$ cat config.mk
export PLATFORM = sky130hd
export DESIGN_NAME = i2c_bus_clear_sequencer
export DESIGN_NICKNAME = d
export VERILOG_FILES = /design/src/sv/i2cbc_pkg.sv /design/src/sv/i2cbc_core.sv /design/src/sv/i2cbc_out_reg.sv /design/src/sv/i2c_bus_clear_sequencer.sv
export VERILOG_INCLUDE_DIRS = /design/src /design/src/sv
export SDC_FILE = /design/constraint.sdc
export NUM_CORES = 1
export LEC_CHECK = 0
export ABC_AREA = 1
export ABC_CLOCK_PERIOD_IN_PS = 3850
export BUFFER_PORTS_ARGS = -buffer_cell sky130_fd_sc_hd__buf_2
export CELL_PAD_IN_SITES_DETAIL_PLACEMENT = 1
export CELL_PAD_IN_SITES_GLOBAL_PLACEMENT = 1
export CORE_MARGIN = 4
export CORE_UTILIZATION = 45
export DETAILED_ROUTE_END_ITERATION = 16
export PLACE_DENSITY_LB_ADDON = 0.1
export SKIP_CTS_REPAIR_TIMING = 1
export SLEW_MARGIN = 30
export SYNTH_ARGS = -nofsm -noshare
export SYNTH_HDL_FRONTEND = slang
export SYNTH_HIERARCHICAL = 1
export SYNTH_SLANG_ARGS = --single-unit
$ cat constraint.sdc
create_clock -name i_clk -period 3.85 [get_ports i_clk]
set_clock_uncertainty 0.05 [all_clocks]
set_input_delay 0.5775 -clock i_clk [delete_from_list [all_inputs] [get_ports i_clk]]
set_output_delay 0.5775 -clock i_clk [all_outputs]
set_load 0.03 [all_outputs]
$ cat src/sv/assert_macros.svh
// Assertion helpers for the design file that checks its own logic.
`ifndef ASSERT_MACROS_SVH
`define ASSERT_MACROS_SVH

// Same-cycle implication, disabled while reset is asserted.
`define ASSERT_IMP(lbl, clk, rst_n, ante, cons) \
    lbl: assert property (@(posedge clk) disable iff (!(rst_n)) (ante) |-> (cons)) \
        else $error("assertion failed: same-cycle implication");

// Next-cycle implication, disabled while reset is asserted.
`define ASSERT_NXT(lbl, clk, rst_n, ante, cons) \
    lbl: assert property (@(posedge clk) disable iff (!(rst_n)) (ante) |=> (cons)) \
        else $error("assertion failed: next-cycle implication");

`endif

$ cat src/sv/i2cbc_pkg.sv
package i2cbc_pkg;

    localparam int unsigned TimerW   = 16;
    localparam int unsigned CountW   = 4;
    localparam int unsigned OutcomeW = 3;
    localparam int unsigned TotalW   = 32;
    localparam int unsigned CfgIdxW  = 3;
    localparam int unsigned CfgDataW = 16;

    // Register indexes of the configuration port.
    localparam logic [CfgIdxW-1:0] CFG_SETTLE  = 3'd0;
    localparam logic [CfgIdxW-1:0] CFG_HALF    = 3'd1;
    localparam logic [CfgIdxW-1:0] CFG_STUCK   = 3'd2;
    localparam logic [CfgIdxW-1:0] CFG_STRETCH = 3'd3;
    localparam logic [CfgIdxW-1:0] CFG_PULSES  = 3'd4;

    // Reset values of the configuration registers.
    localparam logic [7:0]        RST_SETTLE  = 8'd20;
    localparam logic [7:0]        RST_HALF    = 8'd5;
    localparam logic [TimerW-1:0] RST_STUCK   = 16'd10000;
    localparam logic [TimerW-1:0] RST_STRETCH = 16'd1000;
    localparam logic [CountW-1:0] RST_PULSES  = 4'd9;

    // Outcome codes.
    localparam logic [OutcomeW-1:0] OUT_IDLE      = 3'd0;
    localparam logic [OutcomeW-1:0] OUT_RECOVERED = 3'd1;
    localparam logic [OutcomeW-1:0] OUT_SCL_STUCK = 3'd2;
    localparam logic [OutcomeW-1:0] OUT_SDA_LOW   = 3'd3;
    localparam logic [OutcomeW-1:0] OUT_SCL_LOW   = 3'd4;
    localparam logic [OutcomeW-1:0] OUT_BOTH_LOW  = 3'd5;

    typedef enum logic [9:0] {
        PH_IDLE         = 10'b00_0000_0001,
        PH_SETTLE       = 10'b00_0000_0010,
        PH_STUCK_WAIT   = 10'b00_0000_0100,
        PH_PULSE_LOW    = 10'b00_0000_1000,
        PH_PULSE_WAIT   = 10'b00_0001_0000,
        PH_PULSE_HIGH   = 10'b00_0010_0000,
        PH_STOP_LOW     = 10'b00_0100_0000,
        PH_STOP_WAIT    = 10'b00_1000_0000,
        PH_STOP_HIGH    = 10'b01_0000_0000,
        PH_STOP_RELEASE = 10'b10_0000_0000
    } t_phase;

    typedef struct packed {
        logic [7:0]        settle;
        logic [7:0]        half;
        logic [TimerW-1:0] stuck;
        logic [TimerW-1:0] stretch;
        logic [CountW-1:0] pulses;
    } t_cfg;

    typedef struct packed {
        t_phase              phase;
        logic [TimerW-1:0]   timer;
        logic [CountW-1:0]   pulse_count;
        logic                stop_ok;
        logic [OutcomeW-1:0] last_outcome;
        logic [TotalW-1:0]   attempts;
        logic [TotalW-1:0]   failures;
    } t_state;

    typedef struct packed {
        logic                scl_pull_low;
        logic                sda_pull_low;
        logic                busy_res;
        logic                finished;
        logic [OutcomeW-1:0] outcome;
        logic [CountW-1:0]   pulses_given;
        logic [TotalW-1:0]   attempt_total;
        logic [TotalW-1:0]   failure_total;
    } t_result;

endpackage

$ cat src/sv/i2cbc_core.sv
module i2cbc_core (
    input  i2cbc_pkg::t_cfg    i_cfg,
    input  i2cbc_pkg::t_state  i_state,
    input  logic               i_start_req,
    input  logic               i_sda_level,
    input  logic               i_scl_level,
    output i2cbc_pkg::t_state  o_state,
    output i2cbc_pkg::t_result o_result
);
    import i2cbc_pkg::*;

    logic [TimerW-1:0]   timer_inc;
    logic                half_done;
    logic                done;
    logic                sda_ok;
    logic                scl_ok;
    logic [OutcomeW-1:0] code;
    logic [CountW-1:0]   pulse_inc;
    t_state              s;

    assign timer_inc = i_state.timer + 1'b1;
    assign half_done = timer_inc >= {{(TimerW-8){1'b0}}, i_cfg.half};
    assign pulse_inc = i_state.pulse_count + 1'b1;
    assign sda_ok    = i_sda_level;
    assign scl_ok    = i_scl_level && i_state.stop_ok;

    always_comb begin
        if (sda_ok && scl_ok) begin
            code = OUT_RECOVERED;
        end else if (!sda_ok && !scl_ok) begin
            code = OUT_BOTH_LOW;
        end else if (!sda_ok) begin
            code = OUT_SDA_LOW;
        end else begin
            code = OUT_SCL_LOW;
        end
    end

    always_comb begin
        s    = i_state;
        done = 1'b0;
        case (i_state.phase)
            PH_IDLE: begin
                if (i_start_req) begin
                    s.attempts    = i_state.attempts + 1'b1;
                    s.pulse_count = '0;
                    s.stop_ok     = 1'b1;
                    s.timer       = '0;
                    s.phase       = PH_SETTLE;
                end
            end
            PH_SETTLE: begin
                if (i_state.timer < {{(TimerW-8){1'b0}}, i_cfg.settle}) begin
                    s.timer = timer_inc;
                end else if (i_sda_level && i_scl_level) begin
                    s.last_outcome = OUT_IDLE;
                    s.phase        = PH_IDLE;
                    s.timer        = '0;
                    done           = 1'b1;
                end else if (!i_scl_level) begin
                    s.timer = '0;
                    s.phase = PH_STUCK_WAIT;
                end else begin
                    s.timer = '0;
                    s.phase = (!i_sda_level && i_state.pulse_count < i_cfg.pulses)
                            ? PH_PULSE_LOW : PH_STOP_LOW;
                end
            end
            PH_STUCK_WAIT: begin
                if (i_scl_level) begin
                    s.timer = '0;
                    s.phase = (!i_sda_level && i_state.pulse_count < i_cfg.pulses)
                            ? PH_PULSE_LOW : PH_STOP_LOW;
                end else if (i_state.timer >= i_cfg.stuck) begin
                    s.last_outcome = OUT_SCL_STUCK;
                    s.failures     = i_state.failures + 1'b1;
                    s.phase        = PH_IDLE;
                    s.timer        = '0;
                    done           = 1'b1;
                end else begin
                    s.timer = timer_inc;
                end
            end
            PH_PULSE_LOW: begin
                s.timer = timer_inc;
                if (half_done) begin
                    s.timer = '0;
                    s.phase = PH_PULSE_WAIT;
                end
            end
            PH_PULSE_WAIT: begin
                if (i_scl_level) begin
                    s.timer = '0;
                    s.phase = PH_PULSE_HIGH;
                end else if (i_state.timer >= i_cfg.stretch) begin
                    s.timer = '0;
                    s.phase = PH_STOP_LOW;
                end else begin
                    s.timer = timer_inc;
                end
            end
            PH_PULSE_HIGH: begin
                s.timer = timer_inc;
                if (half_done) begin
                    s.pulse_count = pulse_inc;
                    s.timer       = '0;
                    s.phase       = (!i_sda_level && pulse_inc < i_cfg.pulses)
                                  ? PH_PULSE_LOW : PH_STOP_LOW;
                end
            end
            PH_STOP_LOW: begin
                s.timer = timer_inc;
                if (half_done) begin
                    s.timer = '0;
                    s.phase = PH_STOP_WAIT;
                end
            end
            PH_STOP_WAIT: begin
                if (i_scl_level) begin
                    s.timer = '0;
                    s.phase = PH_STOP_HIGH;
                end else if (i_state.timer >= i_cfg.stretch) begin
                    s.stop_ok = 1'b0;
                    s.timer   = '0;
                    s.phase   = PH_STOP_HIGH;
                end else begin
                    s.timer = timer_inc;
                end
            end
            PH_STOP_HIGH: begin
                s.timer = timer_inc;
                if (half_done) begin
                    s.timer = '0;
                    s.phase = PH_STOP_RELEASE;
                end
            end
            PH_STOP_RELEASE: begin
                s.timer = timer_inc;
                if (half_done) begin
                    s.last_outcome = code;
                    if (code != OUT_RECOVERED) begin
                        s.failures = i_state.failures + 1'b1;
                    end
                    s.phase = PH_IDLE;
                    s.timer = '0;
                    done    = 1'b1;
                end
            end
            default: begin
                s.phase = PH_IDLE;
                s.timer = '0;
            end
        endcase
    end

    assign o_state = s;

    always_comb begin
        o_result.scl_pull_low  = (s.phase == PH_PULSE_LOW);
        o_result.sda_pull_low  = (s.phase == PH_STOP_LOW) || (s.phase == PH_STOP_WAIT)
                              || (s.phase == PH_STOP_HIGH);
        o_result.busy_res      = (s.phase != PH_IDLE);
        o_result.finished      = done;
        o_result.outcome       = s.last_outcome;
        o_result.pulses_given  = s.pulse_count;
        o_result.attempt_total = s.attempts;
        o_result.failure_total = s.failures;
    end

endmodule

$ cat src/sv/i2cbc_out_reg.sv
module i2cbc_out_reg (
    input  logic               i_clk,
    input  logic               i_rst_n,
    input  logic               i_load,
    input  i2cbc_pkg::t_result i_result,
    input  logic               i_out_ready,
    output logic               o_can_load,
    output logic               o_out_valid,
    output i2cbc_pkg::t_result o_result
);
    import i2cbc_pkg::*;

    logic    r_valid;
    t_result r_result;

    // The register may be refilled in the same cycle its content is taken.
    assign o_can_load  = !r_valid || i_out_ready;
    assign o_out_valid = r_valid;
    assign o_result    = r_result;

    always_ff @(posedge i_clk) begin
        if (!i_rst_n) begin
            r_valid <= 1'b0;
        end else if (i_load) begin
            r_valid <= 1'b1;
        end else if (i_out_ready) begin
            r_valid <= 1'b0;
        end
    end

    always_ff @(posedge i_clk) begin
        if (i_load) begin
            r_result <= i_result;
        end
    end

endmodule

$ cat src/sv/i2c_bus_clear_sequencer.sv
// I2C bus-clear sequencer for an open-drain bus.
// Each input transaction is one time tick carrying a start request and the
// sampled SDA and SCL levels; each tick yields exactly one result transaction
// with the pull-low controls, busy and finished flags, the last outcome, the
// pulse count and the wrapping attempt and failure totals.
// The input channel (i_in_valid / o_in_ready) feeds a state machine whose next
// state is formed in one pass of combinational logic; the result is captured in
// an output register and shown on o_out_valid in the cycle after input acceptance.
// Throughput is one tick per cycle while results are taken, set by the single state
// register update per tick.
// The output register is refilled in the same cycle its transaction is taken,
// so a new tick is accepted whenever the result register is empty or being
// read. While the receiver stalls (i_out_ready low with a result waiting),
// o_in_ready drops and the state machine holds.
// The configuration channel (i_cfg_valid / o_cfg_ready) is always ready and
// writes register i_cfg_index with i_cfg_data masked to the register width;
// unknown indexes are dropped. Reset is synchronous and active low; it returns
// the registers to their defaults, the sequencer to idle with zero counters,
// and empties the result register.
module i2c_bus_clear_sequencer (
    input  logic                               i_clk,
    input  logic                               i_rst_n,
    input  logic                               i_cfg_valid,
    output logic                               o_cfg_ready,
    input  logic [i2cbc_pkg::CfgIdxW-1:0]      i_cfg_index,
    input  logic [i2cbc_pkg::CfgDataW-1:0]     i_cfg_data,
    input  logic                               i_in_valid,
    output logic                               o_in_ready,
    input  logic                               i_start_req,
    input  logic                               i_sda_level,
    input  logic                               i_scl_level,
    output logic                               o_out_valid,
    input  logic                               i_out_ready,
    output logic                               o_scl_pull_low,
    output logic                               o_sda_pull_low,
    output logic                               o_busy_res,
    output logic                               o_finished,
    output logic [i2cbc_pkg::OutcomeW-1:0]     o_outcome,
    output logic [i2cbc_pkg::CountW-1:0]       o_pulses_given,
    output logic [i2cbc_pkg::TotalW-1:0]       o_attempt_total,
    output logic [i2cbc_pkg::TotalW-1:0]       o_failure_total
);
    import i2cbc_pkg::*;

    `include "assert_macros.svh"

    t_cfg    r_cfg;
    t_state  r_state;
    t_state  n_state;
    t_result n_result;
    t_result out_result;
    logic    can_load;
    logic    in_fire;

    // The user must issue configuration writes only while the sequencer is idle; the block does not enforce it.
    assign o_cfg_ready = 1'b1;

    always_ff @(posedge i_clk) begin
        if (!i_rst_n) begin
            r_cfg.settle  <= RST_SETTLE;
            r_cfg.half    <= RST_HALF;
            r_cfg.stuck   <= RST_STUCK;
            r_cfg.stretch <= RST_STRETCH;
            r_cfg.pulses  <= RST_PULSES;
        end else if (i_cfg_valid) begin
            case (i_cfg_index)
                CFG_SETTLE:  r_cfg.settle  <= i_cfg_data[7:0];
                CFG_HALF:    r_cfg.half    <= i_cfg_data[7:0];
                CFG_STUCK:   r_cfg.stuck   <= i_cfg_data[TimerW-1:0];
                CFG_STRETCH: r_cfg.stretch <= i_cfg_data[TimerW-1:0];
                CFG_PULSES:  r_cfg.pulses  <= i_cfg_data[CountW-1:0];
                default:     r_cfg         <= r_cfg;
            endcase
        end
    end

    // One tick is consumed only when its result has room to land.
    assign o_in_ready = can_load;
    assign in_fire    = i_in_valid && can_load;

    i2cbc_core u_core (
        .i_cfg       (r_cfg),
        .i_state     (r_state),
        .i_start_req (i_start_req),
        .i_sda_level (i_sda_level),
        .i_scl_level (i_scl_level),
        .o_state     (n_state),
        .o_result    (n_result)
    );

    always_ff @(posedge i_clk) begin
        if (!i_rst_n) begin
            r_state.phase        <= PH_IDLE;
            r_state.timer        <= '0;
            r_state.pulse_count  <= '0;
            r_state.stop_ok      <= 1'b1;
            r_state.last_outcome <= OUT_IDLE;
            r_state.attempts     <= '0;
            r_state.failures     <= '0;
        end else if (in_fire) begin
            r_state <= n_state;
        end
    end

    i2cbc_out_reg u_out_reg (
        .i_clk       (i_clk),
        .i_rst_n     (i_rst_n),
        .i_load      (in_fire),
        .i_result    (n_result),
        .i_out_ready (i_out_ready),
        .o_can_load  (can_load),
        .o_out_valid (o_out_valid),
        .o_result    (out_result)
    );

    assign o_scl_pull_low  = out_result.scl_pull_low;
    assign o_sda_pull_low  = out_result.sda_pull_low;
    assign o_busy_res      = out_result.busy_res;
    assign o_finished      = out_result.finished;
    assign o_outcome       = out_result.outcome;
    assign o_pulses_given  = out_result.pulses_given;
    assign o_attempt_total = out_result.attempt_total;
    assign o_failure_total = out_result.failure_total;

    // A completed sequence always leaves the sequencer idle.
    `ASSERT_IMP(a_finish_idle, i_clk, i_rst_n, o_out_valid && o_finished, !o_busy_res)
    // The two lines are never pulled low at the same time.
    `ASSERT_IMP(a_no_dual_pull, i_clk, i_rst_n, o_out_valid && o_scl_pull_low, !o_sda_pull_low)
    // The counters advance only on an accepted tick.
    `ASSERT_NXT(a_attempts_hold, i_clk, i_rst_n, !in_fire, $stable(r_state.attempts))
    `ASSERT_NXT(a_failures_hold, i_clk, i_rst_n, !in_fire, $stable(r_state.failures))

endmodule

### Word level (Yosys, flattened, before mapping)

Cells that the tools add are included.
W data, S select, Z words.

* bitwise logic cells: 0
* muxes and demuxes: 49
* reduce and logical (&&, ||, !) cells: 23
* div/mod/pow operators: 0
* equality and inequality tests: 23
* magnitude comparators: 6
* shift operators: 0
* add/sub/neg operators: 4
* $mul: 0

Operators by type and width (count)
* $pmux W26 S10: 1
* $mux W26: 9
* $mux W32: 6
* $add A32 B1 Y32 const B: 2
* $pmux W32 S2: 1
* $mux W16: 3
* $mux W10: 4
* $ge A16 B16 Y1: 2
* $mux W31: 1
* $mux W30: 1
* $mux W3: 8
* $eq A10 B4 Y1 const B: 2
* $eq A10 B7 Y1 const B: 2
* $eq A10 B8 Y1 const B: 2
* $eq A10 B9 Y1 const B: 2
* $add A16 B1 Y16 const B: 1
* $ge A16 B8 Y1: 1
* $lt A16 B8 Y1: 1
* $mux W7: 2
* $reduce_and A2 Y1: 6
* $eq A10 B1 Y1 const B: 1
* $eq A10 B10 Y1 const B: 1
* $eq A10 B2 Y1 const B: 1
* $eq A10 B3 Y1 const B: 1
* other kinds (22): 44

* word-level logic and storage cells: 126
* memories kept: 0
* flip-flop bits (word level): 226
* bits in writable memories: 0
* output and inout port bits: 78
* bits in latches: 0
* input port bits: 27
* memory bits (read-only): 0

### Longest topological paths before layout

* word-level depth: 10
* gate-level depth with buffers: 22
* depth with buffers taken out: 20

### Hierarchy

Netlist, hierarchy kept.

Modules (own cells, without submodules)
* i2cbc_core: area an instance 6393.6 sq um, cells each 1223, instances 1, seq. area each 0.0 sq um
* i2c_bus_clear_sequencer: area an instance 5461.5 sq um, cells each 722, instances 1, seq. area each 3002.9 sq um
* i2cbc_out_reg: area an instance 2298.5 sq um, cells each 81, instances 1, seq. area each 2272.2 sq um

### Least setup slack after synthesis

Ideal clock, no wire load.

* path kind: register to register
* start: register r_state[76] (netlist name)
* end: register r_state[17] (netlist name)
* data arrival time: 2698 ps
* clock period less this slack: 2864 ps
* setup time: 116 ps
* data required time: 3684 ps
* buffers on the path: 3
* setup slack: 986 ps
* cell stages (with the launch flop): 20
* cell sequence: dfxtp_1 > nand2_4 > nor2_8 > nand2_1 > xor2_1 > ha_1 > a21o_1 > nor2_1 > nand2_1 > nor2_4 > nand2_2 > buf_6 > nand2_2 > buf_4 > nand2_1 > o211ai_1 > nand2_1 > buf_4 > o21ai_0 > nor2_1

RTL lines
* start: declaration: line i2c_bus_clear_sequencer.sv:48 `t_state r_state;`
* start signal: assignment: line i2c_bus_clear_sequencer.sv:101 `r_state <= n_state;`

==> impl_metrics.tcl <==
set metrics [dict create \
    arrival_ps 3850 \
    place_ws_ps 349.7 \
    syn_inst 2026 \
    globalplace.congestion 0.8966 \
    die-area_um2 34350 \
    synth_top_cell_by_area "dfxtp_1" \
    cts.sinks 226 \
    wl_per_cell_um 17.96 \
    nets 2120 \
    seq_area_um2 5275 \
    num_rows 64 \
    synth_most_common_cell "nand2_1" \
    die_y_um 185.4 \
    power_mw 6.715 \
    synth_seq_cells 226 \
    max_cap_violations 0 \
    dr.pass1.iters 5 \
    ios 105 \
    grt_max_degree 102 \
    dp_hpwl_um 31810 \
    p_leak_nw 7.049 \
    fin_crit_ps 3420 \
    clock_latency_ps 550 \
    clk_pin_slew_ps 60 \
    max_slew_margin_pct 47.06 \
    layout-drive-gt1-share_pct 10.26 \
    die_x_um 185.4 \
    synth_ff_type "dfxtp_1" \
    irDropWorstVdd_mv 0.3138 \
    grt_pass1_vias 13330 \
    fill_cells 4014 \
    detail_route.vias_per_cell 5.347 \
    grt-ovfl-total 0 \
    synth_area_leaders "dfxtp_1, edfxtp_1, nand2_1" \
    synthTopCellsByCount "nand2_1, nor2_1, inv_1" \
    cts_root_buf "clkbuf_16" \
    drtIter0Drc 854 \
    antenna_found_initial 0 \
    track_usage_pct 25.66 \
    yosysSeqAreaShare_pct 37.27 \
    power_per_cell_area_nw_per_um2 435.7 \
    insertedDiodeCount 0 \
    synth_fp_nets 2110 \
    finalHoldViolCount 0 \
    finalSetupTns_ps 0 \
    cts_max_path_buffers 3 \
    cp-end-kind "flop" \
    setup_viol 0 \
    initial_core_util_pct 45.91 \
    syn_avg_cell_area_um2 6.986 \
    synthesis.area_um2 14150 \
    ys_warn_count 6 \
    status "finished, final reports clean" \
    cts_tree "yes" \
    maxSlewViolCount 0 \
    fmax_mhz 292.4 \
    io_buffers 103 \
    ys_types 46 \
    fin_crit_sh_pct 88.84 \
    synth_top_area_share_pct 21.36 \
    area.growth.synth_to_final_pct 8.884 \
    core_area_um2 30830 \
    criticalPathCategory "reg2reg" \
    synth_edf_count 75 \
    cts_buffers 27 \
    setup_ws_ps 429.7 \
    max_slew.worst_pin.slew_ps 794.2 \
    h-tree-depth 1 \
    drt_wl_total_um 44060 \
    grt_pass1_wl_um 71390 \
    async_flop_share_pct 0 \
    critical_path_required_ps 4280 \
    cp_max_fo 16 \
    multi_input_area_um2 7137 \
    ant_nets 0 \
    post-place-cells 2403 \
    rsz0062_at_grt "no" \
    start_kind "flop" \
    final_cell_count_no_fill 2453 \
    drcViolationCount 0 \
    hold_class "in2reg" \
    vias 13120 \
]
[power breakdown]
group	switching, mW	leakage, nW	total [mW]	internal (mW)
clock	1.06	0.472	2.78	1.72
combinational	0.801	4.58	1.14	0.341
sequential	0.153	2.00	2.79	2.64
[per-stage QoR]
step | util [%] | hold WS [ps] | instance area, µm²
after floorplan | - | 378.9 | 14150
after global placement | 46.83 | 393.5 | 14440
after detailed placement | 46.83 | 397.6 | 14440
after CTS | 49.96 | 178.0 | 15400
after global routing | 49.99 | 208.2 | 15410
final | 49.99 | 206.1 | 15410
[final timing paths]
kind                               startpoint    endpoint  slack (ps)  cells past startpoint
worst max-delay path              r_state[74]  r_state[6]         430                     17
worst min-delay path            i_cfg_data[6]   r_cfg[10]         210                      3
worst max register to register    r_state[74]  r_state[6]         430                     17
worst min register to register       r_cfg[3]    r_cfg[3]         410                      2
[layer usage]
metal | vias up | track usage [%] | share of wire, %
met5 | - | 0 | 0
met4 | 0 | 5.989 | 2.3
met3 | 57 | 3.240 | 4.3
met2 | 266 | 41.49 | 45
met1 | 6307 | 36.74 | 48
li1 | 6486 | - | -
[flip-flops by register name, indices dropped and copies added, names as in the netlist]
signal	flops
r_cfg	52
u_out_reg/o_out_valid	1
r_state	98
u_out_reg/o_result	75
[layout make-up]
type	count	area share [%]
multi-input combinational	1437	46.31
sequential	226	34.23
inverter	218	5.358
timing repair buffer	126	4.644
clock buffer	33	4.595
tap	396	3.215
clock inverter	17	1.648
[placed cells by master, fill, tap and decap left out, types with 28 or more instances in the layout]
master	count
nor3_1	41
ha_1	57
a21oi_1	28
nor2_1	365
nand4_1	31
o21ai_0	151
xor2_1	48
nand3_1	178
dfxtp_1	151
nand2_1	429
buf_2	102
edfxtp_1	75
inv_1	210
[critical path, cell delays in order (launching register included)]
cell	delay, ps
dfxtp_1	530
nand2_1	110
nor2_2	240
nand2_1	150
xor2_1	200
ha_1	280
a21o_1	180
nor2_1	90
nand2_1	90
nor2_4	190
nand2_4	160
nand2_1	140
nand2_1	120
nand2_2	260
nand2_1	90
o21ai_0	150
o21ai_0	160
nor2_1	140
[cell families after synthesis]
logic type	count (synthesis)	synth area share (%)
other	1	0.02650
buffers and inverters	363	12.38
DFF	226	37.27
adders and majority gates	57	5.039
muxes	1	0.07956
AOI/OAI and AO/OA	215	8.009
and+or+nand+nor	1099	33.24
xor gates and xnor gates	64	3.960
Power figures use the tool's default switching activity.
